==> src/tbped_pkg.sv <==
// Shared types and constants of the two-button press event detector.
package tbped_pkg;

  localparam int MAX_EVENTS  = 4;
  localparam int EV_IDX_W    = $clog2(MAX_EVENTS);
  localparam int EV_CNT_W    = $clog2(MAX_EVENTS + 1);
  localparam int QUEUE_DEPTH = 2;
  localparam int QPTR_W      = (QUEUE_DEPTH > 1) ? $clog2(QUEUE_DEPTH) : 1;
  localparam int QCNT_W      = $clog2(QUEUE_DEPTH + 1);
  localparam int TIME_W      = 32;
  localparam int HOLD_W      = 8;
  localparam int CFG_IDX_W   = 1;

  localparam logic [HOLD_W-1:0] LONG_HOLD_RST  = 8'd3;
  localparam logic [HOLD_W-1:0] COMBO_HOLD_RST = 8'd2;

  typedef enum logic [CFG_IDX_W-1:0] {
    CFG_LONG_HOLD  = 1'b0,
    CFG_COMBO_HOLD = 1'b1
  } cfg_index_t;

  typedef enum logic [3:0] {
    EV_SET_DOWN   = 4'd0,
    EV_SET_UP     = 4'd1,
    EV_SET_PRESS  = 4'd2,
    EV_SET_LONG   = 4'd3,
    EV_MODE_DOWN  = 4'd4,
    EV_MODE_UP    = 4'd5,
    EV_MODE_PRESS = 4'd6,
    EV_MODE_LONG  = 4'd7,
    EV_BOTH_PRESS = 4'd8,
    EV_BOTH_LONG  = 4'd9
  } event_code_t;

  // Events of one scan, oldest in slot 0.
  typedef struct packed {
    event_code_t [MAX_EVENTS-1:0] codes;
    logic [EV_CNT_W-1:0]          count;
  } evt_list_t;

  // Hand-off between the front end and the event queue.
  typedef struct packed {
    logic      valid;
    evt_list_t list;
  } evt_push_t;

endpackage

==> src/tbped_if.sv <==
// Scan and event channel interfaces of the two-button press event detector.
interface tbped_in_if;
  logic                           valid;
  logic                           ready;
  logic                           set_level;
  logic                           set_confirm;
  logic                           mode_level;
  logic                           mode_confirm;
  logic [tbped_pkg::TIME_W-1:0]   now_seconds;

  modport source (output valid, set_level, set_confirm, mode_level, mode_confirm,
                  now_seconds, input ready);
  modport sink   (input valid, set_level, set_confirm, mode_level, mode_confirm,
                  now_seconds, output ready);
endinterface

interface tbped_out_if;
  logic       valid;
  logic       ready;
  logic [3:0] event_code;
  logic       last_event;

  modport source (output valid, event_code, last_event, input ready);
  modport sink   (input valid, event_code, last_event, output ready);
endinterface

==> src/tbped_front.sv <==
// Front end: classify one scan into its list of button events and update button state.
module tbped_front #(
  parameter int REPEAT_DIVIDE = 8
) (
  input  logic                          clk,
  input  logic                          rst_n,
  input  logic                          scan_valid,
  output logic                          scan_ready,
  input  logic                          set_level,
  input  logic                          set_confirm,
  input  logic                          mode_level,
  input  logic                          mode_confirm,
  input  logic [tbped_pkg::TIME_W-1:0]  now_seconds,
  input  logic [tbped_pkg::HOLD_W-1:0]  long_hold,
  input  logic [tbped_pkg::HOLD_W-1:0]  combo_hold,
  output tbped_pkg::evt_push_t          push,
  input  logic                          push_ready
);

  localparam int CW = (REPEAT_DIVIDE > 1) ? $clog2(REPEAT_DIVIDE) : 1;
  localparam logic [CW-1:0] RC_TOP = CW'(REPEAT_DIVIDE - 1);
  localparam int TW = tbped_pkg::TIME_W;
  localparam int PAD = TW - tbped_pkg::HOLD_W;

  logic          set_held_r, set_held_nxt;
  logic          mode_held_r, mode_held_nxt;
  logic [TW-1:0] set_stamp_r, set_stamp_nxt;
  logic [TW-1:0] mode_stamp_r, mode_stamp_nxt;
  logic [CW-1:0] rc_r, rc_nxt;

  logic          take;
  logic [TW-1:0] set_diff, mode_diff, long_ext, combo_ext;
  logic          set_down, set_rep, set_rel, set_short, set_long_ev;
  logic          mode_down, mode_rep, mode_rel, mode_short, mode_long_ev;
  logic          set_combo_ok, mode_combo_ok, combo_rep, combo_ev;
  logic [CW-1:0] rc_a, rc_b, rc_c;
  logic [1:0]    n_set, n_mode;
  logic          n_combo;
  logic [3:0]    n_total;
  tbped_pkg::event_code_t [2:0] set_codes, mode_codes;
  tbped_pkg::evt_list_t list;

  function automatic logic [CW-1:0] tick(input logic [CW-1:0] rc);
    tick = (rc == RC_TOP) ? '0 : rc + 1'b1;
  endfunction

  assign scan_ready = push_ready;
  assign take       = scan_valid && scan_ready;

  assign long_ext  = {{PAD{1'b0}}, long_hold};
  assign combo_ext = {{PAD{1'b0}}, combo_hold};
  assign set_diff  = now_seconds - set_stamp_r;
  assign mode_diff = now_seconds - mode_stamp_r;

  always_comb begin
    // set button first
    set_down  = set_level && !set_held_r && set_confirm;
    set_rep   = set_level && set_held_r && (set_diff >= long_ext);
    set_rel   = !set_level && set_held_r;
    set_short = set_rel && (set_diff < long_ext);
    set_held_nxt = set_down || (set_held_r && set_level);

    // mode button sees the set flag as it stands after the set step
    mode_down  = mode_level && !mode_held_r && mode_confirm;
    mode_rep   = mode_level && mode_held_r && (mode_diff >= long_ext);
    mode_rel   = !mode_level && mode_held_r;
    mode_short = mode_rel && (mode_diff < long_ext);
    mode_held_nxt = mode_down || (mode_held_r && mode_level);

    // a fresh press has zero elapsed time
    set_combo_ok  = set_down  ? (combo_hold == '0) : (set_diff  >= combo_ext);
    mode_combo_ok = mode_down ? (combo_hold == '0) : (mode_diff >= combo_ext);
    combo_rep = set_level && set_held_nxt && mode_level && mode_held_nxt &&
                set_combo_ok && mode_combo_ok;

    // shared repeat counter, advanced in scan order
    rc_a = set_down ? '0 : (set_rep ? tick(rc_r) : rc_r);
    set_long_ev = set_rep && (rc_a == '0);
    rc_b = mode_down ? '0 : (mode_rep ? tick(rc_a) : rc_a);
    mode_long_ev = mode_rep && (rc_b == '0);
    rc_c = combo_rep ? tick(rc_b) : rc_b;
    combo_ev = combo_rep && (rc_c == '0);
    rc_nxt = rc_c;

    set_codes[0] = set_down ? tbped_pkg::EV_SET_DOWN :
                   (set_rep ? tbped_pkg::EV_SET_LONG : tbped_pkg::EV_SET_UP);
    set_codes[1] = tbped_pkg::EV_SET_PRESS;
    set_codes[2] = tbped_pkg::EV_BOTH_PRESS;
    if (set_down || set_long_ev) begin
      n_set = 2'd1;
    end else if (set_rel) begin
      n_set = set_short ? (mode_held_r ? 2'd3 : 2'd2) : 2'd1;
    end else begin
      n_set = 2'd0;
    end

    mode_codes[0] = mode_down ? tbped_pkg::EV_MODE_DOWN :
                    (mode_rep ? tbped_pkg::EV_MODE_LONG : tbped_pkg::EV_MODE_UP);
    mode_codes[1] = tbped_pkg::EV_MODE_PRESS;
    mode_codes[2] = tbped_pkg::EV_BOTH_PRESS;
    if (mode_down || mode_long_ev) begin
      n_mode = 2'd1;
    end else if (mode_rel) begin
      n_mode = mode_short ? (set_held_nxt ? 2'd3 : 2'd2) : 2'd1;
    end else begin
      n_mode = 2'd0;
    end

    n_combo = combo_ev;
    n_total = {2'b00, n_set} + {2'b00, n_mode} + {3'b000, n_combo};

    // merge the three lists, dropping anything past the last slot
    for (int k = 0; k < tbped_pkg::MAX_EVENTS; k++) begin
      logic [2:0] kk;
      logic [2:0] j;
      kk = 3'(k);
      j  = kk - {1'b0, n_set};
      if (kk < {1'b0, n_set}) begin
        list.codes[k] = set_codes[kk[1:0]];
      end else if (j < {1'b0, n_mode}) begin
        list.codes[k] = mode_codes[j[1:0]];
      end else begin
        list.codes[k] = tbped_pkg::EV_BOTH_LONG;
      end
    end
    list.count = (n_total > 4'(tbped_pkg::MAX_EVENTS)) ?
                 tbped_pkg::EV_CNT_W'(tbped_pkg::MAX_EVENTS) :
                 tbped_pkg::EV_CNT_W'(n_total);

    set_stamp_nxt  = set_down  ? now_seconds : set_stamp_r;
    mode_stamp_nxt = mode_down ? now_seconds : mode_stamp_r;
  end

  assign push.valid = take && (list.count != '0);
  assign push.list  = list;

  always_ff @(posedge clk) begin
    if (!rst_n) begin
      set_held_r   <= 1'b0;
      mode_held_r  <= 1'b0;
      set_stamp_r  <= '0;
      mode_stamp_r <= '0;
      rc_r         <= '0;
    end else if (take) begin
      set_held_r   <= set_held_nxt;
      mode_held_r  <= mode_held_nxt;
      set_stamp_r  <= set_stamp_nxt;
      mode_stamp_r <= mode_stamp_nxt;
      rc_r         <= rc_nxt;
    end
  end

  a_rc_range: assert property (@(posedge clk) disable iff (!rst_n)
    rc_r <= RC_TOP)
    else $error("repeat counter out of range");

  a_down_latches: assert property (@(posedge clk) disable iff (!rst_n)
    take && set_down |=> set_held_r)
    else $error("set press not recorded");

endmodule

==> src/tbped_queue.sv <==
// Short queue of per-scan event lists between front end and back end.
module tbped_queue (
  input  logic                  clk,
  input  logic                  rst_n,
  input  tbped_pkg::evt_push_t  push,
  output logic                  push_ready,
  output logic                  pop_valid,
  output tbped_pkg::evt_list_t  pop_list,
  input  logic                  pop
);

  localparam int DEPTH = tbped_pkg::QUEUE_DEPTH;

  tbped_pkg::evt_list_t mem_r [DEPTH];
  logic [tbped_pkg::QPTR_W-1:0] wr_ptr_r, wr_ptr_nxt, rd_ptr_r, rd_ptr_nxt;
  logic [tbped_pkg::QCNT_W-1:0] cnt_r, cnt_nxt;
  logic do_push, do_pop;

  function automatic logic [tbped_pkg::QPTR_W-1:0] bump(
    input logic [tbped_pkg::QPTR_W-1:0] p);
    bump = (p == tbped_pkg::QPTR_W'(DEPTH - 1)) ? '0 : p + 1'b1;
  endfunction

  assign push_ready = (cnt_r != tbped_pkg::QCNT_W'(DEPTH));
  assign pop_valid  = (cnt_r != '0);
  assign pop_list   = mem_r[rd_ptr_r];
  assign do_push    = push.valid && push_ready;
  assign do_pop     = pop && pop_valid;

  always_comb begin
    wr_ptr_nxt = do_push ? bump(wr_ptr_r) : wr_ptr_r;
    rd_ptr_nxt = do_pop  ? bump(rd_ptr_r) : rd_ptr_r;
    cnt_nxt    = cnt_r + tbped_pkg::QCNT_W'(do_push) - tbped_pkg::QCNT_W'(do_pop);
  end

  always_ff @(posedge clk) begin
    if (!rst_n) begin
      wr_ptr_r <= '0;
      rd_ptr_r <= '0;
      cnt_r    <= '0;
    end else begin
      wr_ptr_r <= wr_ptr_nxt;
      rd_ptr_r <= rd_ptr_nxt;
      cnt_r    <= cnt_nxt;
    end
  end

  always_ff @(posedge clk) begin
    if (do_push) begin
      mem_r[wr_ptr_r] <= push.list;
    end
  end

  a_cnt_bound: assert property (@(posedge clk) disable iff (!rst_n)
    cnt_r <= tbped_pkg::QCNT_W'(DEPTH))
    else $error("event queue overfilled");

endmodule

==> src/tbped_back.sv <==
// Back end: play out each queued event list one event per transaction.
module tbped_back (
  input  logic                  clk,
  input  logic                  rst_n,
  input  logic                  list_valid,
  input  tbped_pkg::evt_list_t  list,
  output logic                  list_pop,
  tbped_out_if.source           out_ch
);

  logic [tbped_pkg::EV_IDX_W-1:0] pos_r, pos_nxt;
  logic is_last, fire;

  assign is_last = ({1'b0, pos_r} == list.count - 1'b1);
  assign fire    = out_ch.valid && out_ch.ready;

  assign out_ch.valid      = list_valid;
  assign out_ch.event_code = list.codes[pos_r];
  assign out_ch.last_event = is_last;
  assign list_pop          = fire && is_last;

  always_comb begin
    pos_nxt = pos_r;
    if (fire) begin
      pos_nxt = is_last ? '0 : pos_r + 1'b1;
    end
  end

  always_ff @(posedge clk) begin
    if (!rst_n) begin
      pos_r <= '0;
    end else begin
      pos_r <= pos_nxt;
    end
  end

  a_pos_inside: assert property (@(posedge clk) disable iff (!rst_n)
    list_valid |-> ({1'b0, pos_r} < list.count))
    else $error("event index beyond list");

endmodule

==> src/two_button_press_event_detector.sv <==
// Top level: two-button press event detector with debounced press, release and repeats.
// Path: an accepted scan's event list is registered in the queue and is played out from its head.
// Throughput: one event per cycle while the receiver is ready; a scan yields 0 to 4
//   events, and the front end takes a new scan every cycle while the two-entry event
//   queue has room.
// Reset: synchronous, active low; clears held flags, stamps, repeat counter and
//   queue, and loads the hold times 3 s (single) and 2 s (combined).
module two_button_press_event_detector #(
  parameter int REPEAT_DIVIDE = 8
) (
  input  logic                             clk,
  input  logic                             rst_n,
  tbped_in_if.sink                         in_ch,
  tbped_out_if.source                      out_ch,
  input  logic                             cfg_we,
  input  logic [tbped_pkg::CFG_IDX_W-1:0]  cfg_index,
  input  logic [tbped_pkg::HOLD_W-1:0]     cfg_data
);

  // Hold-time registers; the user must write them only while idle; the block does not enforce it.
  logic [tbped_pkg::HOLD_W-1:0] long_hold_r, long_hold_nxt;
  logic [tbped_pkg::HOLD_W-1:0] combo_hold_r, combo_hold_nxt;

  tbped_pkg::evt_push_t push;
  logic                 push_ready;
  logic                 list_valid;
  tbped_pkg::evt_list_t head_list;
  logic                 list_pop;

  always_comb begin
    long_hold_nxt  = long_hold_r;
    combo_hold_nxt = combo_hold_r;
    if (cfg_we) begin
      case (tbped_pkg::cfg_index_t'(cfg_index))
        tbped_pkg::CFG_LONG_HOLD:  long_hold_nxt  = cfg_data;
        tbped_pkg::CFG_COMBO_HOLD: combo_hold_nxt = cfg_data;
        default: ;
      endcase
    end
  end

  always_ff @(posedge clk) begin
    if (!rst_n) begin
      long_hold_r  <= tbped_pkg::LONG_HOLD_RST;
      combo_hold_r <= tbped_pkg::COMBO_HOLD_RST;
    end else begin
      long_hold_r  <= long_hold_nxt;
      combo_hold_r <= combo_hold_nxt;
    end
  end

  // Classify each scan combinationally; the button state advances on the transaction.
  tbped_front #(
    .REPEAT_DIVIDE (REPEAT_DIVIDE)
  ) u_front (
    .clk          (clk),
    .rst_n        (rst_n),
    .scan_valid   (in_ch.valid),
    .scan_ready   (in_ch.ready),
    .set_level    (in_ch.set_level),
    .set_confirm  (in_ch.set_confirm),
    .mode_level   (in_ch.mode_level),
    .mode_confirm (in_ch.mode_confirm),
    .now_seconds  (in_ch.now_seconds),
    .long_hold    (long_hold_r),
    .combo_hold   (combo_hold_r),
    .push         (push),
    .push_ready   (push_ready)
  );

  // Hold finished event lists so the front end keeps scanning while output stalls, until full.
  tbped_queue u_queue (
    .clk        (clk),
    .rst_n      (rst_n),
    .push       (push),
    .push_ready (push_ready),
    .pop_valid  (list_valid),
    .pop_list   (head_list),
    .pop        (list_pop)
  );

  // Drain the head list, marking its final event.
  tbped_back u_back (
    .clk        (clk),
    .rst_n      (rst_n),
    .list_valid (list_valid),
    .list       (head_list),
    .list_pop   (list_pop),
    .out_ch     (out_ch)
  );

  a_last_pops: assert property (@(posedge clk) disable iff (!rst_n)
    out_ch.valid && out_ch.ready && !out_ch.last_event |=> out_ch.valid)
    else $error("event list cut short");

endmodule

==> src/flat_wrapper.sv <==
// flat-port wrapper written by rule: the top's interface ports become plain ports
module two_button_press_event_detector_flat 
#(
  parameter int REPEAT_DIVIDE = 8
)
  (clk, rst_n, cfg_we, cfg_index, cfg_data, in_ch_valid, in_ch_set_level, in_ch_set_confirm, in_ch_mode_level, in_ch_mode_confirm, in_ch_now_seconds, in_ch_ready, out_ch_valid, out_ch_event_code, out_ch_last_event, out_ch_ready);
  tbped_in_if in_ch_i ();
  tbped_out_if out_ch_i ();
  input  logic clk;
  input  logic rst_n;
  input  logic cfg_we;
  input  logic [tbped_pkg::CFG_IDX_W-1:0] cfg_index;
  input  logic [tbped_pkg::HOLD_W-1:0] cfg_data;
  input wire logic [$bits(in_ch_i.valid)-1:0] in_ch_valid;
  input wire logic [$bits(in_ch_i.set_level)-1:0] in_ch_set_level;
  input wire logic [$bits(in_ch_i.set_confirm)-1:0] in_ch_set_confirm;
  input wire logic [$bits(in_ch_i.mode_level)-1:0] in_ch_mode_level;
  input wire logic [$bits(in_ch_i.mode_confirm)-1:0] in_ch_mode_confirm;
  input wire logic [$bits(in_ch_i.now_seconds)-1:0] in_ch_now_seconds;
  output wire logic [$bits(in_ch_i.ready)-1:0] in_ch_ready;
  output wire logic [$bits(out_ch_i.valid)-1:0] out_ch_valid;
  output wire logic [$bits(out_ch_i.event_code)-1:0] out_ch_event_code;
  output wire logic [$bits(out_ch_i.last_event)-1:0] out_ch_last_event;
  input wire logic [$bits(out_ch_i.ready)-1:0] out_ch_ready;
  assign in_ch_i.valid = in_ch_valid;
  assign in_ch_i.set_level = in_ch_set_level;
  assign in_ch_i.set_confirm = in_ch_set_confirm;
  assign in_ch_i.mode_level = in_ch_mode_level;
  assign in_ch_i.mode_confirm = in_ch_mode_confirm;
  assign in_ch_i.now_seconds = in_ch_now_seconds;
  assign in_ch_ready = in_ch_i.ready;
  assign out_ch_valid = out_ch_i.valid;
  assign out_ch_event_code = out_ch_i.event_code;
  assign out_ch_last_event = out_ch_i.last_event;
  assign out_ch_i.ready = out_ch_ready;
  two_button_press_event_detector #(.REPEAT_DIVIDE(REPEAT_DIVIDE)) u_core (.clk(clk), .rst_n(rst_n), .in_ch(in_ch_i), .out_ch(out_ch_i), .cfg_we(cfg_we), .cfg_index(cfg_index), .cfg_data(cfg_data));
endmodule
==> config.mk <==
export PLATFORM = sky130hd
export DESIGN_NAME = two_button_press_event_detector_flat
export DESIGN_NICKNAME = d
export VERILOG_FILES = /design/src/tbped_pkg.sv /design/src/tbped_if.sv /design/src/tbped_front.sv /design/src/tbped_queue.sv /design/src/tbped_back.sv /design/src/two_button_press_event_detector.sv /design/src/flat_wrapper.sv
export SDC_FILE = /design/constraint.sdc
export NUM_CORES = 1
export LEC_CHECK = 0
export ABC_AREA = 1
export BUFFER_PORTS_ARGS = -buffer_cell sky130_fd_sc_hd__buf_2
export CORE_MARGIN = 5
export CORE_UTILIZATION = 45
export CTS_BUF_LIST = sky130_fd_sc_hd__clkbuf_16
export CTS_CLUSTER_SIZE = 20
export DETAILED_ROUTE_END_ITERATION = 8
export PLACE_DENSITY_LB_ADDON = 0.05
export SLEW_MARGIN = 20
export SYNTH_ARGS = -nofsm -noshare
export SYNTH_HDL_FRONTEND = slang
export SYNTH_SLANG_ARGS = --single-unit
==> constraint.sdc <==
create_clock -name clk -period 5.65 [get_ports clk]
set_input_delay 0.565 -clock clk [delete_from_list [all_inputs] [get_ports clk]]
set_output_delay 0.565 -clock clk [all_outputs]
set_load 0.05 [all_outputs]
Word level (Yosys, flattened, before mapping)
Memory sizes are Yosys's and may differ from the RTL's. A register that Yosys moved wholly into a read port is not among the register bits.
Index checks and enable logic that the tools add are counted.
{ "totals": {"reg_bits": 91, "ramBits": 38, "input_bits": 50, "wordCells": 145, "mem_count": 1} }
{ "memory_table": {"columns": ["memory", "depth", "word_bits", "read_ports", "rd_clocked_by_memory_dff", "wr", "line", "source"], "rows": [
  ["u_core.u_queue.mem_r", 2, 19, 1, 1, 1, "tbped_queue.sv:14", "tbped_pkg::evt_list_t mem_r [DEPTH];"]
]} }
{ "op_classes": {"add_sub_neg": 17, "magnitude_cmp": 19, "n_eq_ne": 5, "muxes": 47, "bitwise_logic": 1, "n_reduce_logical": 44} }
{ "op_table": {"columns": ["operator", "n"], "rows": [
  ["$ge A32 B8 Y1", 4],
  ["$lt A32 B8 Y1", 2],
  ["$sub A32 B32 Y32", 2],
  ["$mux W4", 12],
  ["$bmux W4 S2", 5],
  ["$mux W3", 9],
  ["$logic_and A1 B1 Y1", 26],
  ["$mux W2", 11],
  ["$lt A2 B3 Y1 const B", 5],
  ["$lt A3 B2 Y1", 4],
  ["$mux W1", 10],
  ["$add A3 B1 Y3 const B", 3],
  ["$eq A3 B3 Y1 const B", 3],
  ["$logic_not A3 Y1", 3],
  ["$logic_not A8 Y1", 1],
  ["$reduce_and A2 Y1", 4],
  ["$sub A1 B2 Y3 const A", 2],
  ["$sub A2 B2 Y3 const A", 2],
  ["$add A3 B1 Y4", 1],
  ["$gt A4 B3 Y1 const B", 1],
  ["$logic_not A1 Y1", 4],
  ["$logic_or A1 B1 Y1", 4],
  ["$lt A1 B2 Y1 const A", 2],
  ["$add A2 B2 Y3", 1],
  ["other kinds (11)", 12]
]} }

Logic depth before layout (Yosys ltp)
Gate-level depths: netlist (run 1).
{ "depth": {"depth_word": 22, "mapped_depth": 43, "ltp_nobuf": 43} }

Hierarchy
From an unflattened synthesis (run 1), not the netlist that was laid out.
{ "hier_totals": {"hier_cells": 1916, "area_unflattened_um2": 11910.2} }
{ "by_module_without_submodules": {"columns": ["module", "n_inst", "cells_each", "area_per_inst_um2", "seq_area_each_um2"], "rows": [
  ["tbped_front", 1, 1682, 9332.7, 1381.3],
  ["tbped_queue", 1, 95, 1659.1, 1241.2],
  ["two_button_press_event_detector", 1, 84, 613.1, 320.3],
  ["tbped_back", 1, 55, 305.3, 40.0]
]} }

Worst setup path after synthesis (run 1)
Ideal clock, no wire load.
{ "synth_timing": {"path_type": "input port to flip-flop", "startpoint": "input port in_ch_now_seconds[0]", "endpoint": "memory u_core.u_queue.mem_r[0][0] (netlist bit), enable pin", "setup_time_ns": 0.395, "arrival_ns": 5.831, "t_required_ns": 5.255, "slack_ns": -0.576, "cell_stages": 33, "n_path_buf": 0, "cell_sequence": "inv_1 > ha_1 > fa_1 > inv_1 > nand3_1 > nand3_1 > xor2_1 > ha_1 > nand2_1 > nor2_1 > nand2_1 > o211ai_1 > nor2_2 > nand4_4 > nand2_2 > nand2_1 > nand3_1 > inv_1 > ha_1 > or2_2 > nand3_2 > inv_1 > ha_1 > nand2_1 > nand4_1 > nand2_1 > nor2_1 > fa_1 > inv_1 > fa_1 > nand2_1 > o21ai_0 > nor2_1"} }
{ "synth_between": {"elab_chain_len": 22} }
{ "synth_lines": {"columns": ["item", "line", "source"], "rows": [
  ["from (decl)", "flat_wrapper.sv:19", "input wire logic [$bits(in_ch_i.now_seconds)-1:0] in_ch_now_seconds;"],
  ["$sub A32 B32 Y32", "tbped_front.sv:52", "assign set_diff = now_seconds - set_stamp_r;"],
  ["$ge A32 B8 Y1", "tbped_front.sv:58", "set_rep = set_level && set_held_r && (set_diff >= long_ext);"],
  ["$logic_and A1 B1 Y1", "tbped_front.sv:58", null],
  ["$mux W3 (2 in a row)", "tbped_front.sv:77", "rc_a = set_down ? '0 : (set_rep ? tick(rc_r) : rc_r);"],
  ["$add A3 B1 Y3 or $eq A3 B3 Y1 (tied branches)", "tbped_front.sv:44", "tick = (rc == RC_TOP) ? '0 : rc + 1'b1;"],
  ["$mux W3", "tbped_front.sv:44", null],
  ["$mux W3 (2 in a row)", "tbped_front.sv:79", "rc_b = mode_down ? '0 : (mode_rep ? tick(rc_a) : rc_a);"],
  ["$add A3 B1 Y3, or another cell as far along", "tbped_front.sv:44", null],
  ["(+4 left out)", null, null],
  ["$add A3 B1 Y4 (*)", "tbped_front.sv:110", "n_total = {2'b00, n_set} + {2'b00, n_mode} + {3'b000, n_combo};"],
  ["$gt A4 B3 Y1", "tbped_front.sv:126", "list.count = (n_total > 4'(tbped_pkg::MAX_EVENTS)) ?"],
  ["$mux W3 (*)", "tbped_front.sv:126", null],
  ["$reduce_bool A3 Y1 (*)", "tbped_front.sv:134", "assign push.valid = take && (list.count != '0);"],
  ["$logic_and A1 B1 Y1 (*)", "tbped_front.sv:134", null],
  ["$logic_and A1 B1 Y1 (*)", "tbped_queue.sv:27", "assign do_push = push.valid && push_ready;"],
  ["$mux W1 (*)", "tbped_queue.sv:49", "if (do_push) begin"],
  ["$mux W1 (implied by the code) (*)", "tbped_queue.sv:50", "mem_r[wr_ptr_r] <= push.list;"],
  ["to (decl)", "tbped_queue.sv:14", null]
]} }
Mark *: on every way between the ends. The rest lies on a longest branch, timed or not.

==> results of run 1 <==
-- final cells by class --
cell class	count	area, um^2	area share (%)
inverter	325	1220	8.49
multi-input combinational	1256	7340	51.1
sequential	130	2990	20.8
timing repair buffer	258	1830	12.7
tap	324	405	2.82
clock inverter	15	163	1.13
clock buffer	17	425	2.96
antenna	1	2.50	0.0174
-- power breakdown --
group	switching [mW]	leakage [nW]	internal, mW
logic	0.865	5.80	0.614
registers	0.0314	1.10	1.05
clock network	0.523	0.279	0.592
total	1.42	7.18	2.25
-- per-stage QoR --
step                power [mW]  instances  setup WS, ns
floorplan                 1.96       1740        0.0137
global placement          2.43       2271        -0.374
detailed placement        2.44       2271        -0.468
CTS                       3.62       2315       0.00811
global route              3.93       2325        -0.211
finish                    3.67       2326         0.148
-- per-layer routing --
metal | up-vias | part of all wire, %
met4 | 0 | 2.3
met3 | 39 | 3.6
met5 | - | 0
li1 | 6027 | -
met2 | 221 | 49
met1 | 5146 | 45
-- registers in the layout, indices dropped and copies added, names as in the netlist, named ones only --
signal                       cells
u_core.long_hold_r               8
u_core.u_back.pos_r              2
u_core.u_front.set_held_r        1
u_core.u_queue.wr_ptr_r          1
u_core.u_queue.cnt_r             2
u_core.combo_hold_r              8
u_core.u_queue.mem_r            38
u_core.u_front.set_stamp_r      32
u_core.u_queue.rd_ptr_r          1
u_core.u_front.mode_held_r       1
u_core.u_front.mode_stamp_r     32
u_core.u_front.rc_r              3
-- worst max-delay path, delay by kind of cell (launching register included) --
kind	cells	cell delay [ns]
AOI/OAI and AO/OA	2	0.24
xor gates and xnor gates	1	0.19
adders and majority gates	6	1.71
buffers and inverters	11	1.10
DFF	1	0.35
and+or+nand+nor	17	1.75
-- path summary, 6_finish.rpt --
path                                        start                              end  slack [ns]  cells after the start
setup / recovery    u_core.u_front.set_stamp_r[1]       u_core.u_queue.mem_r[0][0]        0.15                     37
hold / removal                        cfg_data[1]            u_core.long_hold_r[1]        0.37                      3
setup reg to reg    u_core.u_front.set_stamp_r[1]       u_core.u_queue.mem_r[0][0]        0.15                     37
hold reg to reg   u_core.u_front.mode_stamp_r[28]  u_core.u_front.mode_stamp_r[28]        0.46                      2
-- cells by family after synthesis --
group / after synthesis / share of synthesized area (%)
mux: 3 / 0.270
fa+ha+maj: 115 / 13.2
flops: 130 / 26.9
compound gates: 297 / 14.2
xor+xnor: 33 / 2.60
buf+inv: 354 / 12.0
simple gates: 808 / 30.8
-- Yosys cell counts (5+ instances only) --
cell type	number	area, um^2
o21ai_0	119	596
edfxtp_1	38	1140
dfxtp_1	92	1840
nand3_2	6	60.1
o21ai_1	6	30.0
nor2_1	173	649
a21oi_1	137	686
o21bai_1	7	52.6
nand2_2	5	31.3
o211ai_1	6	45.0
nor3_1	11	55.1
inv_1	301	1130
a31oi_1	5	31.3
clkinv_1	5	18.8
xor2_1	19	166
ha_1	111	1390
clkbuf_1	26	97.6
nand3b_1	12	90.1
inv_2	19	71.3
xnor2_1	14	123
nand2_1	477	1790
nand4_1	21	131
nand3_1	77	385
nor2_2	7	43.8
-- repair_timing --
item | in CTS | in global routing
pin swaps | 13 | 45
buffers inserted | 12 | 10
resized for setup | 20 | 90
hold endpoints to repair | 0 | 0
setup endpoints to repair | 2 | 43
cloned | 0 | 0
==> impl_metrics.py, run 1 <==
metrics = {
    "run_status": {
        "run_status": "complete, no violations",
    },
    "timing": {
        "maxSlewHeadroom_pct": 48.0,
        "tightestPinTransition_ns": 0.778,
        "fin_crit_ns": 5.50,
        "setup_tns_ns": 0,
        "whs_ns": 0.366,
        "rsz0062_at_grt": "yes",
        "fmax_mhz": 182,
        "slew_violations": 0,
        "fin_crit_sh_pct": 97.4,
        "hold_viol_final": 0,
        "skew_ns": 0.0153,
        "setup_violations": 0,
    },
    "global_route": {
        "grt_pass1_vias": 10800,
        "top_usage_layer": "met2",
        "grt_max_degree": 60,
        "grt_overflow_total": 0,
        "grt_usage_pct": 22.9,
        "met1_usage_pct": 29.1,
        "antenna_found_initial": 0,
        "grt_pass1_wl_mm": 52.9,
        "use_met3_pct": 2.95,
        "grtUsageMet2_pct": 40.9,
    },
    "detailed_routing": {
        "drt-total-wl_mm": 33.0,
        "drt-initial-drc-count": 612,
        "avgViaCountPerCell": 4.92,
        "drtAntennaViolNets": 0,
        "first_pass_iters": 6,
        "wl_per_cell_um": 14.2,
        "vias": 11400,
        "drcViolationCount": 0,
    },
    "cells_and_area": {
        "layout_commonest_cell": "nand2_1",
        "final_cell_mix": "nand2_1, inv_1, buf_4",
        "fill_cells": 2377,
        "drive_gt1_share_pct": 21.9,
        "final_util_pct": 59.1,
        "syn2layout_area_growth_pct": 29.4,
        "fin_area_um2": 14400,
        "fin_nets": 2153,
    },
    "critical_path": {
        "crit_type": "reg2reg",
        "crit_path_frequent_cell": "buf_4",
        "cp_slowest_cell": "fa_1",
        "worstPathRequired_ns": 5.92,
        "crit_arrival_ns": 5.77,
        "start_kind": "register",
        "slowest_delay_ns": 0.53,
        "cp_max_fo": 4,
        "critPathCaptureType": "register",
    },
    "die": {
        "die_y_um": 167,
        "row_count": 57,
        "fp.dieArea_um2": 27900,
        "io_pins": 57,
        "die_w_um": 167,
        "start_util_pct": 45.7,
        "core_region_area_um2": 24300,
    },
    "synth": {
        "synth_area_um2": 11100,
        "synth_fp_nets": 1905,
        "synth_edf_count": 38,
        "ys_ff_latch": 130,
        "avgSynthCellArea_um2": 6.38,
        "async_flop_share_pct": 0,
        "ys_warn_count": 0,
        "ys_types": 46,
        "synthCells": 1740,
        "ys.flop_type": "dfxtp_1",
        "yosysSeqAreaShare_pct": 26.9,
    },
    "power_and_ir_drop": {
        "p_leak_nw": 7.18,
        "vdd_drop_max_mv": 0.170,
        "p_per_area_nw_per_um2": 255,
    },
    "place": {
        "io_buffers": 56,
        "dp_hpwl_mm": 26.0,
        "dpl_cell_area_um2": 13100,
        "routabilityCongestion": 0.899,
    },
    "cts": {
        "cts_buffers": 17,
        "cts_tree": "yes",
        "htree_levels": 4,
        "clkTransAtPathRegs_ns": 0.08,
        "root_buffer": "clkbuf_16",
        "max-clock-path-buffers": 2,
        "cts_hold_buf": 0,
        "cts_sinks": 130,
        "clkLatencyLatePin_ns": 0.43,
    },
    "flow_run": {
        "max_cap_viol_count": 0,
    },
    "min_path": {
        "hold_class": "in2reg",
    },
}
(Power assumes the default switching activity.)
==> run 2: changes to the inputs <==
--- a/config.mk
+++ b/config.mk
@@ -7,8 +7,10 @@
 export LEC_CHECK = 0
 export ABC_AREA = 1
 export BUFFER_PORTS_ARGS = -buffer_cell sky130_fd_sc_hd__buf_2
+export CELL_PAD_IN_SITES_DETAIL_PLACEMENT = 1
+export CELL_PAD_IN_SITES_GLOBAL_PLACEMENT = 1
 export CORE_MARGIN = 5
-export CORE_UTILIZATION = 45
+export CORE_UTILIZATION = 41
 export CTS_BUF_LIST = sky130_fd_sc_hd__clkbuf_16
 export CTS_CLUSTER_SIZE = 20
 export DETAILED_ROUTE_END_ITERATION = 8
==> impl_metrics.py, run 2 (synthesized netlist as in run 1, its figures left out) <==
metrics = {
    "timing": {
        "rsz0062_at_grt": "yes",
        "setup_tns_ns": -6.72,
        "skew_ns": 0.0227,
        "slew_violations": 0,
        "setup_violations": 40,
        "fin_crit_sh_pct": 104,
        "fmax_mhz": 170,
        "hold_viol_final": 0,
        "fin_crit_ns": 5.89,
        "maxSlewHeadroom_pct": 42.4,
        "fin_ws_ns": -0.244,
        "tightestPinTransition_ns": 0.865,
    },
    "cells_and_area": {
        "fin_nets": 2172,
        "final_util_pct": 55.1,
        "antenna_cells": 0,
        "syn2layout_area_growth_pct": 33.0,
        "fill_cells": 3635,
        "top_regs": "u_core.u_queue.mem_r (38), u_core.u_front.mode_stamp_r (32), u_core.u_front.set_stamp_r (32)",
        "fin_area_um2": 14800,
        "drive_gt1_share_pct": 24.4,
        "largest_register": "u_core.u_queue.mem_r",
        "largest_reg_flops": 38,
        "layout_commonest_cell": "nand2_1",
        "final_cell_mix": "nand2_1, inv_1, buf_4",
    },
    "global_route": {
        "grt_overflow_total": 0,
        "grt_pass1_wl_mm": 63.4,
        "grt_max_degree": 88,
        "grt_usage_pct": 25.6,
        "grt_pass1_vias": 12600,
        "antenna_found_initial": 0,
    },
    "critical_path": {
        "cp_max_fo": 5,
        "critPathCaptureType": "register",
        "crit_arrival_ns": 6.04,
        "cp_slowest_cell": "fa_1",
        "reg2reg_to": "u_core.u_queue.mem_r[1][7]",
        "ff2ff_path_depth": 38,
        "slowest_delay_ns": 0.45,
        "worstPathRequired_ns": 5.80,
        "crit_type": "reg2reg",
        "start_kind": "register",
        "r2r_slack_ns": -0.24,
        "crit_path_frequent_cell": "nand2_2",
        "reg2reg_from": "u_core.u_front.set_stamp_r[2]",
    },
    "cts": {
        "clkLatencyLatePin_ns": 0.43,
        "clkTransAtPathRegs_ns": 0.08,
        "max-clock-path-buffers": 2,
        "htree_levels": 4,
        "root_buffer": "clkbuf_16",
        "cts_tree": "yes",
        "cts_sinks": 130,
        "cts_buffers": 17,
        "cts_hold_buf": 0,
    },
    "detailed_routing": {
        "wl_met3_mm": 1.20,
        "drt-total-wl_mm": 42.0,
        "wl_per_cell_um": 17.8,
        "drt-initial-drc-count": 503,
        "wl_met1_mm": 17.9,
        "first_pass_iters": 5,
        "vias": 12300,
        "dr_wl_met2_mm": 21.4,
        "avgViaCountPerCell": 5.20,
        "drcViolationCount": 0,
        "highest_layer": "met4",
        "drtAntennaViolNets": 0,
    },
    "run_status": {
        "violations": "negative setup slack",
        "run_status": "finished with violations",
    },
    "die": {
        "row_count": 60,
        "fp.dieArea_um2": 30500,
        "start_util_pct": 41.4,
        "die_w_um": 175,
        "io_pins": 57,
        "core_region_area_um2": 26800,
        "die_y_um": 175,
    },
    "power_and_ir_drop": {
        "vdd_drop_max_mv": 0.149,
        "p_per_area_nw_per_um2": 264,
        "p_leak_nw": 7.32,
        "power_mw": 3.90,
    },
    "place": {
        "dp_hpwl_mm": 30.9,
        "io_buffers": 56,
        "routabilityCongestion": 0.929,
        "dpl_cell_area_um2": 13200,
    },
    "min_path": {
        "hold_path_end": "u_core.combo_hold_r[1]",
        "hold_depth": 3,
        "hold_class": "in2reg",
        "hp-start": "cfg_data[1]",
    },
    "flow_run": {
        "max_cap_viol_count": 0,
    },
}
run 2: cell count changes in the layout (fill, tap and decap cells not counted), sizes merged:
cell,delta
buf,+16
clkbuf,+3
clkinvlp,-2
bufinv,+1
diode,-1
inv,+1
run 2: worst max path at each step:
stage,startpoint,endpoint,slack (ns),depth (start not counted)
global placement,in_ch_now_seconds[9],u_core.u_queue.cnt_r[1],-0.43,38
global route,u_core.u_front.set_stamp_r[4],u_core.u_queue.cnt_r[1],-0.52,38
floorplan,in_ch_now_seconds[0],u_core.u_queue.mem_r[0][0],0.01,33
CTS,u_core.u_front.set_stamp_r[2],u_core.u_queue.cnt_r[1],0.005,39
finish,u_core.u_front.set_stamp_r[2],u_core.u_queue.mem_r[1][7],-0.24,38
detailed placement,in_ch_now_seconds[2],u_core.u_queue.cnt_r[1],-0.64,38
run 2: what timing repair did:
action,4_1_cts,5_1_grt
pin swaps,30,56
setup buffers,7,15
resized for setup,50,103
setup endpoints to repair,40,41
endpoints found under the hold margin,0,0
gates cloned,0,5
run 2: cell type report:
class                   count  area [um^2]  area share (%)
inverters                 325         1220            8.26
repair buffers            277         2040            13.8
well taps                 341          427            2.89
multi-input cells        1256         7480            50.7
flip-flops and latches    130         2990            20.2
clock inverters            15          186            1.26
clock buffers              17          425            2.88
run 2: critical path: cells and delay by family (launching register included):
kind                       cells  cell delay, ns
AOI/OAI and AO/OA              2            0.20
and+or+nand+nor               21            2.30
adders and majority gates      6            1.78
DFF                            1            0.32
buffers and inverters          8            0.75
xor gates and xnor gates       1            0.19
run 2: per-layer routing:
layer	GRT usage, %	vias up
met5	0	-
met4	8.51	0
met3	3.40	85
met2	47.2	225
met1	30.6	5900
li1	-	6079
run 2: metrics by stage:
stage | instances | hold WS (ns) | setup slack [ns]
6_report | 2361 | 0.362 | -0.244
5_1_grt | 2361 | 0.364 | -0.523
4_1_cts | 2341 | 0.351 | 0.00528
3_5_place_dp | 2302 | 0.451 | -0.638
3_3_place_gp | 2302 | 0.443 | -0.432
2_1_floorplan | 1740 | 0.433 | 0.0137
run 2: power by group:
| part | internal [mW] | switching [mW] |
|---|---|---|
| Clock | 0.639 | 0.536 |
| Sequential | 1.05 | 0.0369 |
| Combinational | 0.663 | 0.979 |
| Total | 2.35 | 1.55 |
